File: src/sv/sct_pkg.sv
// shared types, codes and character classes for the tokenizer
// no dependencies
`timescale 1ns / 1ps
package sct_pkg;
    localparam int LINE_BITS_DEF   = 20;
    localparam int COLUMN_BITS_DEF = 16;
    localparam int OFFSET_BITS_DEF = 32;
    localparam int LENGTH_BITS     = 16;

    localparam logic [3:0] M_IDLE    = 4'd0;
    localparam logic [3:0] M_COMMENT = 4'd1;
    localparam logic [3:0] M_WORD    = 4'd2;
    localparam logic [3:0] M_ZERO    = 4'd3;
    localparam logic [3:0] M_DEC     = 4'd4;
    localparam logic [3:0] M_HEX     = 4'd5;
    localparam logic [3:0] M_DOT     = 4'd6;
    localparam logic [3:0] M_FRAC    = 4'd7;
    localparam logic [3:0] M_EXP     = 4'd8;
    localparam logic [3:0] M_EXPSIGN = 4'd9;
    localparam logic [3:0] M_EXPDIG  = 4'd10;
    localparam logic [3:0] M_OP      = 4'd11;

    localparam logic [5:0] K_INT     = 6'd0;
    localparam logic [5:0] K_FLOAT   = 6'd1;
    localparam logic [5:0] K_WORD    = 6'd2;
    localparam logic [5:0] K_LPAREN  = 6'd3;
    localparam logic [5:0] K_RPAREN  = 6'd4;
    localparam logic [5:0] K_LBRACK  = 6'd5;
    localparam logic [5:0] K_RBRACK  = 6'd6;
    localparam logic [5:0] K_LBRACE  = 6'd7;
    localparam logic [5:0] K_RBRACE  = 6'd8;
    localparam logic [5:0] K_COMMA   = 6'd9;
    localparam logic [5:0] K_COLON   = 6'd10;
    localparam logic [5:0] K_SEMI    = 6'd11;
    localparam logic [5:0] K_DOT     = 6'd12;
    localparam logic [5:0] K_EQEQ    = 6'd13;
    localparam logic [5:0] K_ARROWEQ = 6'd14;
    localparam logic [5:0] K_ASSIGN  = 6'd15;
    localparam logic [5:0] K_BSLASH  = 6'd16;
    localparam logic [5:0] K_PLUS    = 6'd17;
    localparam logic [5:0] K_ARROW   = 6'd18;
    localparam logic [5:0] K_MINUS   = 6'd19;
    localparam logic [5:0] K_POW     = 6'd20;
    localparam logic [5:0] K_STAR    = 6'd21;
    localparam logic [5:0] K_SLASH   = 6'd22;
    localparam logic [5:0] K_PCT     = 6'd23;
    localparam logic [5:0] K_CARET   = 6'd24;
    localparam logic [5:0] K_LE      = 6'd25;
    localparam logic [5:0] K_LT      = 6'd26;
    localparam logic [5:0] K_GE      = 6'd27;
    localparam logic [5:0] K_GT      = 6'd28;
    localparam logic [5:0] K_NE      = 6'd29;
    localparam logic [5:0] K_NOT     = 6'd30;
    localparam logic [5:0] K_ANDAND  = 6'd31;
    localparam logic [5:0] K_OROR    = 6'd32;
    localparam logic [5:0] K_UNKNOWN = 6'd33;
    localparam logic [5:0] K_END     = 6'd34;

    localparam logic [2:0] E_NONE  = 3'd0;
    localparam logic [2:0] E_EXP   = 3'd1;
    localparam logic [2:0] E_AMP   = 3'd2;
    localparam logic [2:0] E_BAR   = 3'd3;
    localparam logic [2:0] E_STRAY = 3'd4;

    localparam int MAX_TOKENS = 3;

    function automatic logic is_dig(input logic [7:0] c);
        return c >= "0" && c <= "9";
    endfunction
    function automatic logic is_alpha(input logic [7:0] c);
        return (c >= "a" && c <= "z") || (c >= "A" && c <= "Z");
    endfunction
    function automatic logic is_hex(input logic [7:0] c);
        return is_dig(c) || (c >= "a" && c <= "f") || (c >= "A" && c <= "F");
    endfunction
    function automatic logic is_exp(input logic [7:0] c);
        return c == "e" || c == "E";
    endfunction
endpackage

File: src/sv/sct_out_queue.sv
// token output queue: takes up to three tokens a cycle, sends one a beat
// depends on sct_pkg
`timescale 1ns / 1ps
module sct_out_queue
    import sct_pkg::*;
#(
    parameter int WIDTH = 8
) (
    input  logic             clk,
    input  logic             rst_n,
    input  logic [1:0]       push_n,
    input  logic [WIDTH-1:0] push_data [MAX_TOKENS],
    output logic             room,
    output logic             out_valid,
    input  logic             out_ready,
    output logic [WIDTH-1:0] out_data
);
    localparam int DEPTH = 8;
    logic [WIDTH-1:0] mem [DEPTH];
    logic [2:0] wp_reg, rp_reg;
    logic [3:0] cnt_reg, cnt_next;
    logic pop;

    assign out_valid = cnt_reg != 4'd0;
    assign out_data = mem[rp_reg];
    assign pop = out_valid && out_ready;
    // enough room for a worst-case burst
    assign room = cnt_reg <= 4'(DEPTH - MAX_TOKENS);
    assign cnt_next = cnt_reg + {2'b0, push_n} - {3'b0, pop};

    always_ff @(posedge clk)
    begin
        for (int i = 0; i < MAX_TOKENS; i++)
            if (2'(i) < push_n) mem[wp_reg + 3'(i)] <= push_data[i];
    end

    always_ff @(posedge clk or negedge rst_n)
    begin
        if (!rst_n)
        begin
            wp_reg <= '0; rp_reg <= '0; cnt_reg <= '0;
        end else
        begin
            wp_reg <= wp_reg + {1'b0, push_n};
            rp_reg <= rp_reg + {2'b0, pop};
            cnt_reg <= cnt_next;
        end
    end
endmodule

File: config.mk
export PLATFORM = sky130hd
export DESIGN_NAME = sct_out_queue
export DESIGN_NICKNAME = d
export VERILOG_FILES = /design/src/sv/sct_pkg.sv /design/src/sv/sct_out_queue.sv
export SDC_FILE = /design/constraint.sdc
export NUM_CORES = 1
export LEC_CHECK = 0
export BUFFER_PORTS_ARGS = -buffer_cell sky130_fd_sc_hd__buf_4
export CAP_MARGIN = 30
export CORE_ASPECT_RATIO = 0.6
export CORE_MARGIN = 2
export CORE_UTILIZATION = 61
export CTS_CLUSTER_DIAMETER = 100
export DETAILED_ROUTE_END_ITERATION = 10
export PLACE_DENSITY_LB_ADDON = 0.15
export REMOVE_ABC_BUFFERS = 1
export SLEW_MARGIN = 15
export SYNTH_ARGS = -nofsm -noshare
export SYNTH_HDL_FRONTEND = slang
export SYNTH_SLANG_ARGS = --single-unit
File: constraint.sdc
create_clock -name clk -period 2.8 [get_ports clk]
set_input_delay 0.56 -clock clk [delete_from_list [all_inputs] [get_ports clk]]
set_output_delay 0.56 -clock clk [all_outputs]
set_load 0.01 [all_outputs]
---- Word-level counts from Yosys, hierarchy flattened ----
Memories as Yosys holds them, arrays and structs flattened.
Cells that the tools add are included.
storage, ports and cells
  register bits ........................... 10
  memory bits (writable) .................. 64
  bits of input ports ..................... 29
  output and inout port bits .............. 10
  logic and storage cells ................. 22
  memories kept ........................... 1
memory list
  memory  depth  bits a word  rd ports  clocked after memory_dff  wr ports  line                 text
  mem     8      8            1         0                         3         sct_out_queue.sv:19  logic [WIDTH-1:0] mem [DEPTH];
cells by class
  $add $sub $neg .......................... 6
  $lt $le $gt $ge ......................... 4
  muxes and demuxes ....................... 6
  reduce and logical (&&, ||, !) cells .... 2
operator list
  cell                                                       count
  2-to-1 mux 1 bit                                           6
  adder 4 x 2 -> 4 bit                                       1
  <= comparator 4 x 3 -> 1 bit, second input constant        1
  less-than comparator 1 x 2 -> 1 bit, first input constant  2
  nonzero test 4 bit                                         1
  subtractor 4 x 1 -> 4 bit                                  1
  adder 3 x 1 -> 3 bit                                       1
  adder 3 x 1 -> 3 bit, second input constant                1
  adder 3 x 2 -> 3 bit                                       1
  adder 3 x 2 -> 3 bit, second input constant                1
  less-than comparator 2 bit, first input constant           1
  logical AND 1 bit                                          1

---- Depth between registers and ports, before layout ----
  word-level depth ........................ 3
  gate-level depth with buffers ........... 9
  mapped depth without buffers ............ 9

---- Worst setup path before layout ----
OpenSTA, ideal clock, no wires.
  path kind ............................... flip-flop to flip-flop
  from .................................... register wp_reg[0]
  to ...................................... memory mem[5][0] (enable)
  setup time .............................. 0.376 ns
  data arrival time ....................... 1.944 ns
  required time ........................... 2.424 ns
  setup slack ............................. 0.480 ns
  stages on the path, launching flop included .. 6
  path buffers ............................ 2
  clock period less this slack ............ 2.320 ns
  cell sequence ........................... dfrtp_1 > ha_1 > or3b_1 > buf_2 > buf_6 > o22ai_1
RTL lines
  element                   line                 text
  start: declaration        sct_out_queue.sv:20  logic [2:0] wp_reg, rp_reg;
  start signal: assignment  sct_out_queue.sv:44  wp_reg <= wp_reg + {1'b0, push_n};
  end: declaration          sct_out_queue.sv:19

---- Worst setup path in the final report ----
  from .................................... register rp_reg[1]
  to ...................................... output out_data[6]
on the way
  longest elaborated chain between the ends .. 1
RTL lines
  element                   line                 text
  start: declaration        sct_out_queue.sv:20
  start signal: assignment  sct_out_queue.sv:45  rp_reg <= rp_reg + {2'b0, pop};
  memory read (8 x 8 bit)   -
  end: declaration          sct_out_queue.sv:16  output logic [WIDTH-1:0] out_data
No other way between the ends.

==> metrics.cfg <==
[final_layout]
final_common_cell = buf_4
drive_above_1_share_pct = 21.9
final_cell_mix = buf_4 (74), nand2_1 (66), nor3_1 (64), a31oi_1 (64), edfxtp_1 (64)
area_delta_synth_final_pct = 13.7
largest_reg_flops = 64
fillers = 576
final_nets = 583
antenna_cells = 0

[worst_setup_path]
cp_slowest_cell = dfrtp_1
regToRegSetupSlack_ns = 0.45
r2r-start = wp_reg[0]
critPathKind = register to output pin
timing.rr.end = mem[1][3]
cp_num_cells = 4
cp.arrival_ns = 1.98
path_delay_family = multiplexers
crit_end = out_data[6]
critPathCaptureType = output pin
ff2ff_path_depth = 5
critical_path_buf_inv_count = 2
critPathLaunchType = register
cpPeakStageDelay_ns = 0.60
cp.required_ns = 2.24
cp_common_cell = buf_4
cp_max_fo = 10
crit_start = rp_reg[1]
cp_cell_sequence = buf_4, mux4_1, mux2_4, buf_4

[detailed_routing]
drt_wl_total_um = 16000
drtPass1Iterations = 6
ant_nets = 0
drt-initial-drc-count = 829
remaining_drc_errors = 0
routedWlPerCell_um = 24.4
vias_per_cell = 7.24
routed-via-count = 4752

[timing]
fin_ws_ns = 0.258
setup_viol = 0
rsz0062_at_grt = no
min_period_ns = 2.54
worstMarginPinSlew_ns = 0.797
clock_skew_ns = 0.00472
slew_headroom_pct = 46.9
final_hold_viol_count = 0
maxSlewViolCount = 0
fmax_ghz = 0.393
min_period_over_period_pct = 90.8

[power_and_ir_drop]
power.total_uw = 7720
cellLeakagePower_uw = 0.00208
power_density_nw_per_um2 = 1310
vdd_ir_drop_max_uv = 833

[placement]
io_buffer_count = 38
dp_hpwl_um = 10700
pre_cts_slack_ns = 0.490
gp_congestion = 0.935

[clocking]
clk_pin_slew_ns = 0.06
cts_tree = yes
clock_latency_ns = 0.33
cts_buffers = 9
cts_setup_buffers = 0
clk_path_buf_depth = 2
ctsHoldBuffers = 0
h-tree-depth = 3
clock_sinks = 74
cts_root_buffer = clkbuf_16
ctsResizeCount = 0

[floorplan]
ioPinCount = 39
row_count = 25
dieArea_sq_um = 9270
initial_core_util_pct = 64.2
core_area_sq_um = 8070
die-width_um = 123
die_y_um = 75.4

[grt]
grt_usage_pct = 36.3
grt_pass1_wl_um = 24400
grt_max_degree = 59
antenna_found_initial = 0
grt_pass1_vias = 4396
grt-ovfl-total = 0

[logic_synthesis]
synth_warnings = 0
yosysSeqAreaShare_pct = 41.9
netlist_instances = 523
avgSynthCellArea_sq_um = 9.91
synth_area_sq_um = 5180
synth-async-reset-ratio_pct = 13.5
synth-edff-count = 64
synth-main-ff-cell = edfxtp_1
ys_types = 47
ys_ff_latch = 74

[min_path]
min_path_type = input pin to async pin

[outcome]
status = completed

[job]
cap_violations = 0

==> layout make-up <==
class / instances / area (sq um) / share of cell area, %
Clock buffer: 10 / 229 / 3.88
Tap cell: 108 / 135 / 2.29
Multi-Input combinational cell: 371 / 2650 / 44.9
Sequential cell: 74 / 2170 / 36.8
Timing Repair Buffer: 75 / 576 / 9.76
Inverter: 12 / 45.0 / 0.764
Clock inverter: 6 / 90.1 / 1.53
==> power by group <==
group	internal [uW]	switching (uW)	leakage (uW)	total, uW
sequential	1870	250	0.000710	2120
clock	784	459	0.000153	1240
combinational	1740	2620	0.00122	4360
total	4390	3330	0.00208	7720
==> layer usage <==
metal	part of all wire (%)	GRT usage [%]	vias up
li1	-	-	2046
met1	36	47.0	2172
met2	43	56.5	436
met3	16	12.4	98
met4	5.0	16.3	0
met5	0	0	-
==> stage by stage <==
step | cells | instance area [sq um] | setup TNS, ns | utilization [%] | hold WS, ns
after floorplan | 457 | 4840 | -55.21 | - | 0.264
after global placement | 638 | 5560 | 0 | 68.9 | 0.398
after detailed placement | 640 | 5580 | 0 | 69.1 | 0.402
after CTS | 656 | 5890 | 0 | 73.0 | 0.0555
after global routing | 656 | 5890 | 0 | 73.0 | 0.0552
final | 656 | 5890 | 0 | 73.0 | 0.0507
==> cell families (layout without fill, tap and decap cells) <==
logic type | count (synthesis) | count (layout) | share of synthesized area (%)
multiplexers | 27 | 27 | 10.5
adder cells (fa/ha/maj) | 11 | 11 | 2.95
buffers and inverters | 78 | 103 | 7.44
XOR/XNOR | 7 | 7 | 1.47
flip-flops | 74 | 74 | 41.9
AND/OR/NAND/NOR | 184 | 184 | 20.0
AO/OA/AOI/OAI | 142 | 142 | 15.7
==> cells in the mapped netlist (2+ instances only) <==
library cell,instances,area share [%]
or2_1,6,0.72
buf_1,10,0.72
o21ai_1,44,4.2
o2bb2ai_1,2,0.34
clkbuf_1,24,1.7
and4b_1,16,3.1
or2_0,2,0.24
buf_2,22,2.1
a21o_1,2,0.29
a31oi_1,64,7.7
xnor2_1,3,0.51
mux4_2,8,3.5
and4bb_2,6,1.4
mux2i_1,2,0.39
nand2b_1,2,0.24
buf_6,4,0.87
and4_1,8,1.4
o21ai_0,21,2.0
buf_4,5,0.72
ha_1,9,2.2
or2_2,2,0.24
nand3b_1,2,0.29
xor2_1,2,0.34
fa_1,2,0.77
mux4_1,8,4.1
inv_1,12,0.87
o22ai_1,6,0.72
edfxtp_1,64,37
nor3_1,64,6.2
mux2_4,8,2.3
nand3_1,2,0.19
nand2_1,66,4.8
dfrtp_1,10,4.8
nor4bb_1,2,0.39
==> worst reg2reg max path: stages, from the launching register on <==
cell and delay, ns:
dfrtp_1 0.39, ha_1 0.39, buf_4 0.23, or3b_1 0.57, o2bb2ai_1 0.28, buf_4 0.21
==> how the worst min path moves through the flow <==
stage	start	endpoint	slack, ns	cells past startpoint
2_1_floorplan	rst_n	cnt_reg[0]	0.26	0
3_3_place_gp	rst_n	rp_reg[2]	0.40	1
3_5_place_dp	rst_n	rp_reg[2]	0.40	1
4_1_cts	rst_n	rp_reg[2]	0.06	1
5_1_grt	rst_n	rp_reg[2]	0.06	1
6_report	rst_n	rp_reg[2]	0.05	1
Note: power is estimated with default switching activity, not from simulation.
