==> src/sv/sct_pkg.sv <==
// shared types, codes and character classes for the tokenizer
// no dependencies
`timescale 1ns / 1ps
package sct_pkg;
    localparam int LINE_BITS_DEF   = 20;
    localparam int COLUMN_BITS_DEF = 16;
    localparam int OFFSET_BITS_DEF = 32;
    localparam int LENGTH_BITS     = 16;

    localparam logic [3:0] M_IDLE    = 4'd0;
    localparam logic [3:0] M_COMMENT = 4'd1;
    localparam logic [3:0] M_WORD    = 4'd2;
    localparam logic [3:0] M_ZERO    = 4'd3;
    localparam logic [3:0] M_DEC     = 4'd4;
    localparam logic [3:0] M_HEX     = 4'd5;
    localparam logic [3:0] M_DOT     = 4'd6;
    localparam logic [3:0] M_FRAC    = 4'd7;
    localparam logic [3:0] M_EXP     = 4'd8;
    localparam logic [3:0] M_EXPSIGN = 4'd9;
    localparam logic [3:0] M_EXPDIG  = 4'd10;
    localparam logic [3:0] M_OP      = 4'd11;

    localparam logic [5:0] K_INT     = 6'd0;
    localparam logic [5:0] K_FLOAT   = 6'd1;
    localparam logic [5:0] K_WORD    = 6'd2;
    localparam logic [5:0] K_LPAREN  = 6'd3;
    localparam logic [5:0] K_RPAREN  = 6'd4;
    localparam logic [5:0] K_LBRACK  = 6'd5;
    localparam logic [5:0] K_RBRACK  = 6'd6;
    localparam logic [5:0] K_LBRACE  = 6'd7;
    localparam logic [5:0] K_RBRACE  = 6'd8;
    localparam logic [5:0] K_COMMA   = 6'd9;
    localparam logic [5:0] K_COLON   = 6'd10;
    localparam logic [5:0] K_SEMI    = 6'd11;
    localparam logic [5:0] K_DOT     = 6'd12;
    localparam logic [5:0] K_EQEQ    = 6'd13;
    localparam logic [5:0] K_ARROWEQ = 6'd14;
    localparam logic [5:0] K_ASSIGN  = 6'd15;
    localparam logic [5:0] K_BSLASH  = 6'd16;
    localparam logic [5:0] K_PLUS    = 6'd17;
    localparam logic [5:0] K_ARROW   = 6'd18;
    localparam logic [5:0] K_MINUS   = 6'd19;
    localparam logic [5:0] K_POW     = 6'd20;
    localparam logic [5:0] K_STAR    = 6'd21;
    localparam logic [5:0] K_SLASH   = 6'd22;
    localparam logic [5:0] K_PCT     = 6'd23;
    localparam logic [5:0] K_CARET   = 6'd24;
    localparam logic [5:0] K_LE      = 6'd25;
    localparam logic [5:0] K_LT      = 6'd26;
    localparam logic [5:0] K_GE      = 6'd27;
    localparam logic [5:0] K_GT      = 6'd28;
    localparam logic [5:0] K_NE      = 6'd29;
    localparam logic [5:0] K_NOT     = 6'd30;
    localparam logic [5:0] K_ANDAND  = 6'd31;
    localparam logic [5:0] K_OROR    = 6'd32;
    localparam logic [5:0] K_UNKNOWN = 6'd33;
    localparam logic [5:0] K_END     = 6'd34;

    localparam logic [2:0] E_NONE  = 3'd0;
    localparam logic [2:0] E_EXP   = 3'd1;
    localparam logic [2:0] E_AMP   = 3'd2;
    localparam logic [2:0] E_BAR   = 3'd3;
    localparam logic [2:0] E_STRAY = 3'd4;

    localparam int MAX_TOKENS = 3;

    function automatic logic is_dig(input logic [7:0] c);
        return c >= "0" && c <= "9";
    endfunction
    function automatic logic is_alpha(input logic [7:0] c);
        return (c >= "a" && c <= "z") || (c >= "A" && c <= "Z");
    endfunction
    function automatic logic is_hex(input logic [7:0] c);
        return is_dig(c) || (c >= "a" && c <= "f") || (c >= "A" && c <= "F");
    endfunction
    function automatic logic is_exp(input logic [7:0] c);
        return c == "e" || c == "E";
    endfunction
endpackage

==> src/sv/sct_scan.sv <==
// per-byte scan logic: next state and up to three tokens
// depends on sct_pkg
`timescale 1ns / 1ps
module sct_scan
    import sct_pkg::*;
#(
    parameter int LINE_BITS   = LINE_BITS_DEF,
    parameter int COLUMN_BITS = COLUMN_BITS_DEF,
    parameter int OFFSET_BITS = OFFSET_BITS_DEF
) (
    input  logic [7:0]             c,
    input  logic                   end_mark,
    input  logic [3:0]             mode,
    input  logic [7:0]             held,
    input  logic [LINE_BITS-1:0]   ts_line,
    input  logic [COLUMN_BITS-1:0] ts_col,
    input  logic [OFFSET_BITS-1:0] ts_off,
    input  logic [LENGTH_BITS-1:0] tcount,
    input  logic [LINE_BITS-1:0]   cur_line,
    input  logic [COLUMN_BITS-1:0] cur_col,
    input  logic [OFFSET_BITS-1:0] cur_off,
    input  logic                   exp_fault,
    input  logic [COLUMN_BITS-1:0] dot_col,
    input  logic [OFFSET_BITS-1:0] dot_off,
    output logic [3:0]             mode_n,
    output logic [7:0]             held_n,
    output logic [LINE_BITS-1:0]   ts_line_n,
    output logic [COLUMN_BITS-1:0] ts_col_n,
    output logic [OFFSET_BITS-1:0] ts_off_n,
    output logic [LENGTH_BITS-1:0] tcount_n,
    output logic [LINE_BITS-1:0]   cur_line_n,
    output logic [COLUMN_BITS-1:0] cur_col_n,
    output logic [OFFSET_BITS-1:0] cur_off_n,
    output logic                   exp_fault_n,
    output logic [COLUMN_BITS-1:0] dot_col_n,
    output logic [OFFSET_BITS-1:0] dot_off_n,
    output logic [1:0]             tok_n,
    output logic [5:0]             kind   [MAX_TOKENS],
    output logic [LINE_BITS-1:0]   line   [MAX_TOKENS],
    output logic [COLUMN_BITS-1:0] col    [MAX_TOKENS],
    output logic [OFFSET_BITS-1:0] off    [MAX_TOKENS],
    output logic [LENGTH_BITS-1:0] len    [MAX_TOKENS],
    output logic [2:0]             err    [MAX_TOKENS]
);
    logic [LENGTH_BITS-1:0] inc1, inc2;
    logic taken, fl;
    logic [5:0] pk;
    logic pk_ok;

    assign inc1 = (&tcount) ? tcount : tcount + 1'b1;
    assign inc2 = (&inc1) ? inc1 : inc1 + 1'b1;

    always_comb
    begin
        pk_ok = 1'b1;
        pk = K_UNKNOWN;
        if (held == "-" && c == ">") pk = K_ARROW;
        else if (held == "=" && c == "=") pk = K_EQEQ;
        else if (held == "=" && c == ">") pk = K_ARROWEQ;
        else if (held == "*" && c == "*") pk = K_POW;
        else if (held == "<" && c == "=") pk = K_LE;
        else if (held == ">" && c == "=") pk = K_GE;
        else if (held == "!" && c == "=") pk = K_NE;
        else if (held == "&" && c == "&") pk = K_ANDAND;
        else if (held == "|" && c == "|") pk = K_OROR;
        else pk_ok = 1'b0;
    end

    always_comb
    begin
        logic [5:0] k;
        logic [2:0] e;
        mode_n = mode; held_n = held;
        ts_line_n = ts_line; ts_col_n = ts_col; ts_off_n = ts_off; tcount_n = tcount;
        cur_line_n = cur_line; cur_col_n = cur_col; cur_off_n = cur_off;
        exp_fault_n = exp_fault; dot_col_n = dot_col; dot_off_n = dot_off;
        tok_n = 2'd0;
        for (int i = 0; i < MAX_TOKENS; i++)
        begin
            kind[i] = K_END; line[i] = ts_line; col[i] = ts_col; off[i] = ts_off;
            len[i] = tcount; err[i] = E_NONE;
        end
        taken = 1'b0;
        fl = 1'b0;
        k = K_UNKNOWN;
        e = E_NONE;

        // extend pending token
        if (!end_mark)
        begin
            unique case (mode)
                M_IDLE: taken = 1'b0;
                M_COMMENT:
                begin
                    taken = 1'b1;
                    if (c == "\n") begin mode_n = M_IDLE; held_n = '0; exp_fault_n = 1'b0; end
                end
                M_WORD:
                    if (is_alpha(c) || is_dig(c) || c == "_") begin tcount_n = inc1; taken = 1'b1; end
                M_ZERO, M_DEC:
                    if (mode == M_ZERO && (c == "x" || c == "X"))
                    begin tcount_n = inc1; mode_n = M_HEX; taken = 1'b1; end
                    else if (is_dig(c)) begin tcount_n = inc1; mode_n = M_DEC; taken = 1'b1; end
                    else if (c == ".")
                    begin dot_col_n = cur_col; dot_off_n = cur_off; mode_n = M_DOT; taken = 1'b1; end
                    else if (is_exp(c))
                    begin tcount_n = inc1; exp_fault_n = 1'b1; mode_n = M_EXP; taken = 1'b1; end
                M_HEX:
                    if (is_hex(c)) begin tcount_n = inc1; taken = 1'b1; end
                M_DOT:
                    if (is_dig(c)) begin tcount_n = inc2; mode_n = M_FRAC; taken = 1'b1; end
                M_FRAC:
                    if (is_dig(c)) begin tcount_n = inc1; taken = 1'b1; end
                    else if (is_exp(c))
                    begin tcount_n = inc1; exp_fault_n = 1'b1; mode_n = M_EXP; taken = 1'b1; end
                M_EXP, M_EXPSIGN, M_EXPDIG:
                    if (mode == M_EXP && (c == "+" || c == "-"))
                    begin tcount_n = inc1; mode_n = M_EXPSIGN; taken = 1'b1; end
                    else if (is_dig(c))
                    begin tcount_n = inc1; exp_fault_n = 1'b0; mode_n = M_EXPDIG; taken = 1'b1; end
                M_OP:
                    if (held == "-" && c == "-")
                    begin mode_n = M_COMMENT; held_n = '0; exp_fault_n = 1'b0; taken = 1'b1; end
                    else if (pk_ok)
                    begin
                        kind[0] = pk; len[0] = LENGTH_BITS'(2); tok_n = 2'd1;
                        tcount_n = LENGTH_BITS'(2);
                        mode_n = M_IDLE; held_n = '0; exp_fault_n = 1'b0; taken = 1'b1;
                    end
                default: taken = 1'b0;
            endcase
            fl = !taken && mode != M_IDLE;
        end else
            fl = 1'b1;

        // flush pending token
        if (fl)
        begin
            unique case (mode)
                M_WORD: begin kind[0] = K_WORD; tok_n = 2'd1; end
                M_ZERO, M_DEC, M_HEX: begin kind[0] = K_INT; tok_n = 2'd1; end
                M_DOT:
                begin
                    kind[0] = K_INT;
                    kind[1] = K_DOT; col[1] = dot_col; off[1] = dot_off;
                    len[1] = LENGTH_BITS'(1);
                    tok_n = 2'd2;
                end
                M_FRAC, M_EXP, M_EXPSIGN, M_EXPDIG:
                begin kind[0] = K_FLOAT; err[0] = exp_fault ? E_EXP : E_NONE; tok_n = 2'd1; end
                M_OP:
                begin
                    kind[0] = K_UNKNOWN;
                    priority case (held)
                        "-": kind[0] = K_MINUS;
                        "=": kind[0] = K_ASSIGN;
                        "*": kind[0] = K_STAR;
                        "<": kind[0] = K_LT;
                        ">": kind[0] = K_GT;
                        "!": kind[0] = K_NOT;
                        "&": err[0] = E_AMP;
                        "|": err[0] = E_BAR;
                        default: err[0] = E_STRAY;
                    endcase
                    tok_n = 2'd1;
                end
                default: tok_n = 2'd0;
            endcase
            mode_n = M_IDLE; held_n = '0; exp_fault_n = 1'b0;
        end

        if (end_mark)
        begin
            kind[tok_n] = K_END; line[tok_n] = cur_line; col[tok_n] = cur_col;
            off[tok_n] = cur_off; len[tok_n] = '0; err[tok_n] = E_NONE;
            tok_n = tok_n + 2'd1;
            mode_n = M_IDLE; held_n = '0; exp_fault_n = 1'b0;
            ts_line_n = LINE_BITS'(1); ts_col_n = COLUMN_BITS'(1); ts_off_n = '0;
            tcount_n = '0;
            cur_line_n = LINE_BITS'(1); cur_col_n = COLUMN_BITS'(1); cur_off_n = '0;
            dot_col_n = COLUMN_BITS'(1); dot_off_n = '0;
        end else
        begin
            // begin a new token
            if (!taken && !(c == " " || c == "\t" || c == 8'h0d || c == "\n"))
            begin
                ts_line_n = cur_line; ts_col_n = cur_col; ts_off_n = cur_off;
                tcount_n = LENGTH_BITS'(1);
                k = K_UNKNOWN; e = E_NONE;
                if (is_dig(c)) mode_n = (c == "0") ? M_ZERO : M_DEC;
                else if (is_alpha(c) || c == "_") mode_n = M_WORD;
                else
                begin
                    priority case (c)
                        "(": k = K_LPAREN;  ")": k = K_RPAREN;
                        "[": k = K_LBRACK;  "]": k = K_RBRACK;
                        "{": k = K_LBRACE;  "}": k = K_RBRACE;
                        ",": k = K_COMMA;   ":": k = K_COLON;
                        ";": k = K_SEMI;    ".": k = K_DOT;
                        "\\": k = K_BSLASH; "+": k = K_PLUS;
                        "/": k = K_SLASH;   "%": k = K_PCT;
                        "^": k = K_CARET;
                        "-", "=", "*", "<", ">", "!", "&", "|":
                        begin mode_n = M_OP; held_n = c; end
                        default: e = E_STRAY;
                    endcase
                    if (mode_n != M_OP)
                    begin
                        kind[tok_n] = k; line[tok_n] = cur_line; col[tok_n] = cur_col;
                        off[tok_n] = cur_off; len[tok_n] = LENGTH_BITS'(1); err[tok_n] = e;
                        tok_n = tok_n + 2'd1;
                    end
                end
            end
            cur_off_n = (&cur_off) ? cur_off : cur_off + 1'b1;
            if (c == "\n")
            begin
                cur_line_n = (&cur_line) ? cur_line : cur_line + 1'b1;
                cur_col_n = COLUMN_BITS'(1);
            end else
                cur_col_n = (&cur_col) ? cur_col : cur_col + 1'b1;
        end
    end
endmodule

==> config.mk <==
export PLATFORM = sky130hd
export DESIGN_NAME = sct_scan
export DESIGN_NICKNAME = d
export VERILOG_FILES = /design/src/sv/sct_pkg.sv /design/src/sv/sct_scan.sv
export SDC_FILE = /design/constraint.sdc
export NUM_CORES = 1
export LEC_CHECK = 0
export BUFFER_PORTS_ARGS = -buffer_cell sky130_fd_sc_hd__buf_2
export CAP_MARGIN = 15
export CORE_AREA = 3 3 281 283
export DETAILED_ROUTE_END_ITERATION = 7
export DIE_AREA = 0 0 284 286
export PLACE_DENSITY_LB_ADDON = 0.2
export SETUP_SLACK_MARGIN = 0.05
export SKIP_LAST_GASP = 1
export SLEW_MARGIN = 20
export SYNTH_ARGS = -nofsm -noshare
export SYNTH_HDL_FRONTEND = slang
export SYNTH_SLANG_ARGS = --single-unit
==> constraint.sdc <==
create_clock -name vclk -period 4.6
set_input_delay 0.46 -clock vclk [all_inputs]
set_output_delay 0.46 -clock vclk [all_outputs]
set_load 0.02 [all_outputs]
# Yosys cells after proc, flatten, opt, wreduce, memory -nomap -nowiden
# Index checks and enable logic that the tools add are counted.
# classes
add_sub_neg,6
n_lt_le_gt_ge,10
n_eq_ne,53
muxes,206
bitwise,11
n_reduce_logical,49
# ops
operator,n
16-bit 2-to-1 mux,33
48-bit 2-to-1 mux,10
96-bit 2-to-1 mux,5
32-bit 2-to-1 mux,12
60-bit 2-to-1 mux,5
8-bit by 6-bit equality test with 1-bit output (second input constant),25
20-bit 2-to-1 mux,6
16-bit case mux with 7 select lines,1
6-bit 2-to-1 mux,18
8-bit by 7-bit equality test with 1-bit output (second input constant),13
96-bit bitwise mux,1
18-bit 2-to-1 mux,5
6-bit case mux with 15 select lines,1
4-bit 2-to-1 mux,21
8-bit 2-to-1 mux,9
32-bit demux with 2-bit select,1
60-bit bitwise mux,1
16-bit by 1-bit adder with 16-bit output (second input constant),3
48-bit AND,1
48-bit bitwise mux,1
48-bit inverter,1
16-bit AND reduction,3
45-bit AND,1
9-bit 2-to-1 mux,5
other kinds (55),153
# totals
register_bits,0
inputBits,222
output_inout_bits,494
elab_cells,335

# Logic depth before layout (Yosys ltp)
# logic_depth
depth_word,31
mapped_depth,16
ltp_nobuf,13

# Least setup slack after synthesis
# Ideal clock, no wire load.
# synth_path
path_type,input to output
from,input held[1]
to,output line[29] (netlist bit)
arrival_time_ns,3.658
required_time_ns,4.140
slack_ns,0.482
cell_stages,15
n_path_buf,5
path_cell_list,buf_2 > and4b_1 > nand2_1 > o41ai_1 > nor4_4 > a21oi_2 > o31a_1 > nand2b_1 > clkbuf_1 > ha_1 > clkbuf_1 > nand2_1 > buf_2 > buf_4 > mux2_1
# synth_rtl
item,line_no,rtl
start: declaration,sct_scan.sv:14,"input logic [7:0] held,"
end: declaration,sct_scan.sv:39,"output logic [LINE_BITS-1:0] line [MAX_TOKENS],"

==> flow_summary.ini <==
[logic_synthesis]
yosysTopAreaCell = mux2_2
synth-adder-area-share_pct = 0.864
syn_area_per_cell_um2 = 6.37
synth_compound_area_share_pct = 21.8
synth-simple-area-share_pct = 35.3
synth_mux_area_share_pct = 27.9
synth_xor_area_share_pct = 4.96
yosys.cell_count.top_type = nand2_1
synth.distinct_cells = 97
ys_top_cells_by_area = mux2_2 11%, mux2i_1 11%, nand2_1 7.6%, nor2_1 6.5%, a21oi_1 5.8%
synthTopCellsByCount = 230 x nand2_1, 196 x nor2_1, 130 x a21oi_1
yosysWarnings = 0
synthCells = 1773
synth_top_family_by_area = simple AND/OR/NAND/NOR gates
synth_top_area_share_pct = 11.1
syn_area_um2 = 11300
synth-seq-area-share_pct = 0

[place]
dp_hpwl_um = 66600
gp_congestion = 0.883
placed_area_um2 = 16500
portBuffers = 712
place_ws_ns = 0.155

[worst_hold_path]
hold_path_class = input port to primary output

[grt]
overflow = 0
grt_first_pass_wirelength_um = 115000
grt-busiest-layer = met2
grt_antenna_before_repair = 6
use_met2_pct = 31.6
grt_pass1_vias = 15800
grt_usage_pct = 18.4
grt_max_degree = 67
gr-usage-met3_pct = 2.06
grt.met1_usage_pct = 25.6

[route]
wl_um = 81600
final_antenna_net_count = 0
drt_iter0_markers = 1251
drc_errors = 0
viasPerCell = 4.77
vias = 16600
wl_per_cell_um = 23.5
dr.pass1.iters = 6

[sta]
setup_violations = 0
slew_headroom_pct = 37.6
fmax_ghz = 0.228
period_minus_slack_ns = 4.39
rsz0062_at_grt = false
worstMarginPinSlew_ns = 0.929
slew_viol_final = 0
hold_violations = 0
finalWorstSetupSlack_ns = 0.213
setup_tns_ns = 0
period_share_pct = 95.4

[layout]
nFlopsAndLatches = 0
regArea_um2 = 0
drive_above_1_share_pct = 42.8
multiInputGateArea_um2 = 10300
design_area_um2 = 16500
nNetsFinal = 2662
areaGrowthSynthToFinish_pct = 46.3
clockBufferCount = 0
fillers = 9014

[flow_run]
maxCapViolations = 0

[floorplanning]
die-width_um = 284
die_height_um = 286
start_util_pct = 14.7
dieArea_um2 = 81200
core_um2 = 77000
ioPinCount = 716
rows = 102

[setup_path]
cp-end-kind = primary output
worstPathMaxFanout = 38
critical_path_arrival_ns = 3.93
start_kind = input port
worstSetupPathType = input port to primary output
worstPathRequired_ns = 4.14

[outcome]
outcome = finished, final reports clean

[clocking]
ctsHoldBuffers = 0
[metrics by stage]
step / utilization (%) / hold slack [ns] / std cells
floorplan: - / 1.08 / 1776
global placement: 21.4 / 1.28 / 3468
detailed placement: 21.4 / 1.28 / 3468
CTS: 21.4 / 1.28 / 3468
global route: 21.5 / 1.29 / 3473
finish: 21.5 / 1.28 / 3474
[kinds of logic (layout without fill, tap and decap cells)]
group / Yosys count / after routing
muxes: 279 / 279
buffers and inverters: 219 / 874
xor gates and xnor gates: 64 / 64
adders and majority gates: 8 / 8
other: 1 / 7
AOI/OAI and AO/OA: 393 / 393
and+or+nand+nor: 809 / 809
[placed cells by master (no fill, tap or decap), types with 21 or more instances in the layout]
cell | synthesis | routed
a31oi_1 | 22 | 22
nand2_1 | 230 | 227
o21ai_0 | 115 | 115
nor2_1 | 196 | 195
buf_2 | 39 | 711
nand4_1 | 30 | 30
mux2_2 | 111 | 111
nand3_1 | 102 | 102
or3_1 | 21 | 21
a21oi_1 | 130 | 130
xnor2_1 | 24 | 24
and2_1 | 37 | 36
mux2_4 | 43 | 43
mux2i_1 | 121 | 121
inv_1 | 28 | 28
buf_4 | 22 | 118
xor2_1 | 40 | 40
nor3_1 | 50 | 48
nor4_1 | 21 | 21
and3_1 | 28 | 28
[worst max-delay path, cell delays in order]
cell and delay, ns:
buf_2 0.20, and4b_1 0.25, nor3_1 0.45, nor4_1 0.18
a211oi_4 0.26, nand2_2 0.10, o31a_1 0.33, o21ai_0 0.26
buf_4 0.17, inv_1 0.04, ha_1 0.21, nand2_4 0.10
buf_12 0.20, mux2_2 0.44, buf_2 0.18
[routing by layer]
layer / wire (µm) / part of all wire (%)
met1: 36700 / 45
met3: 5190 / 6.4
met5: 21 / 0.026
met2: 38900 / 48
met4: 832 / 1.0
[layout make-up]
cell class / count / area share, %
Inverter: 28 / 0.636
Multi-Input combinational cell: 1557 / 62.6
Antenna cell: 3 / 0.0454
Timing Repair Buffer: 846 / 28.8
Tap cell: 1040 / 7.87
[path summary, 6_finish.rpt]
check / depth (start not counted) / endpoint / slack (ns) / startpoint
setup / recovery: 15 / col[15] / 0.21 / c[1]
hold / removal: 4 / dot_off_n[20] / 1.28 / dot_off[20]
[timing repair]
| item | CTS | global route |
|---|---|---|
| gates resized for setup | 0 | 5 |
| endpoints found under the setup margin | 0 | 14 |
| buffers inserted | 0 | 3 |
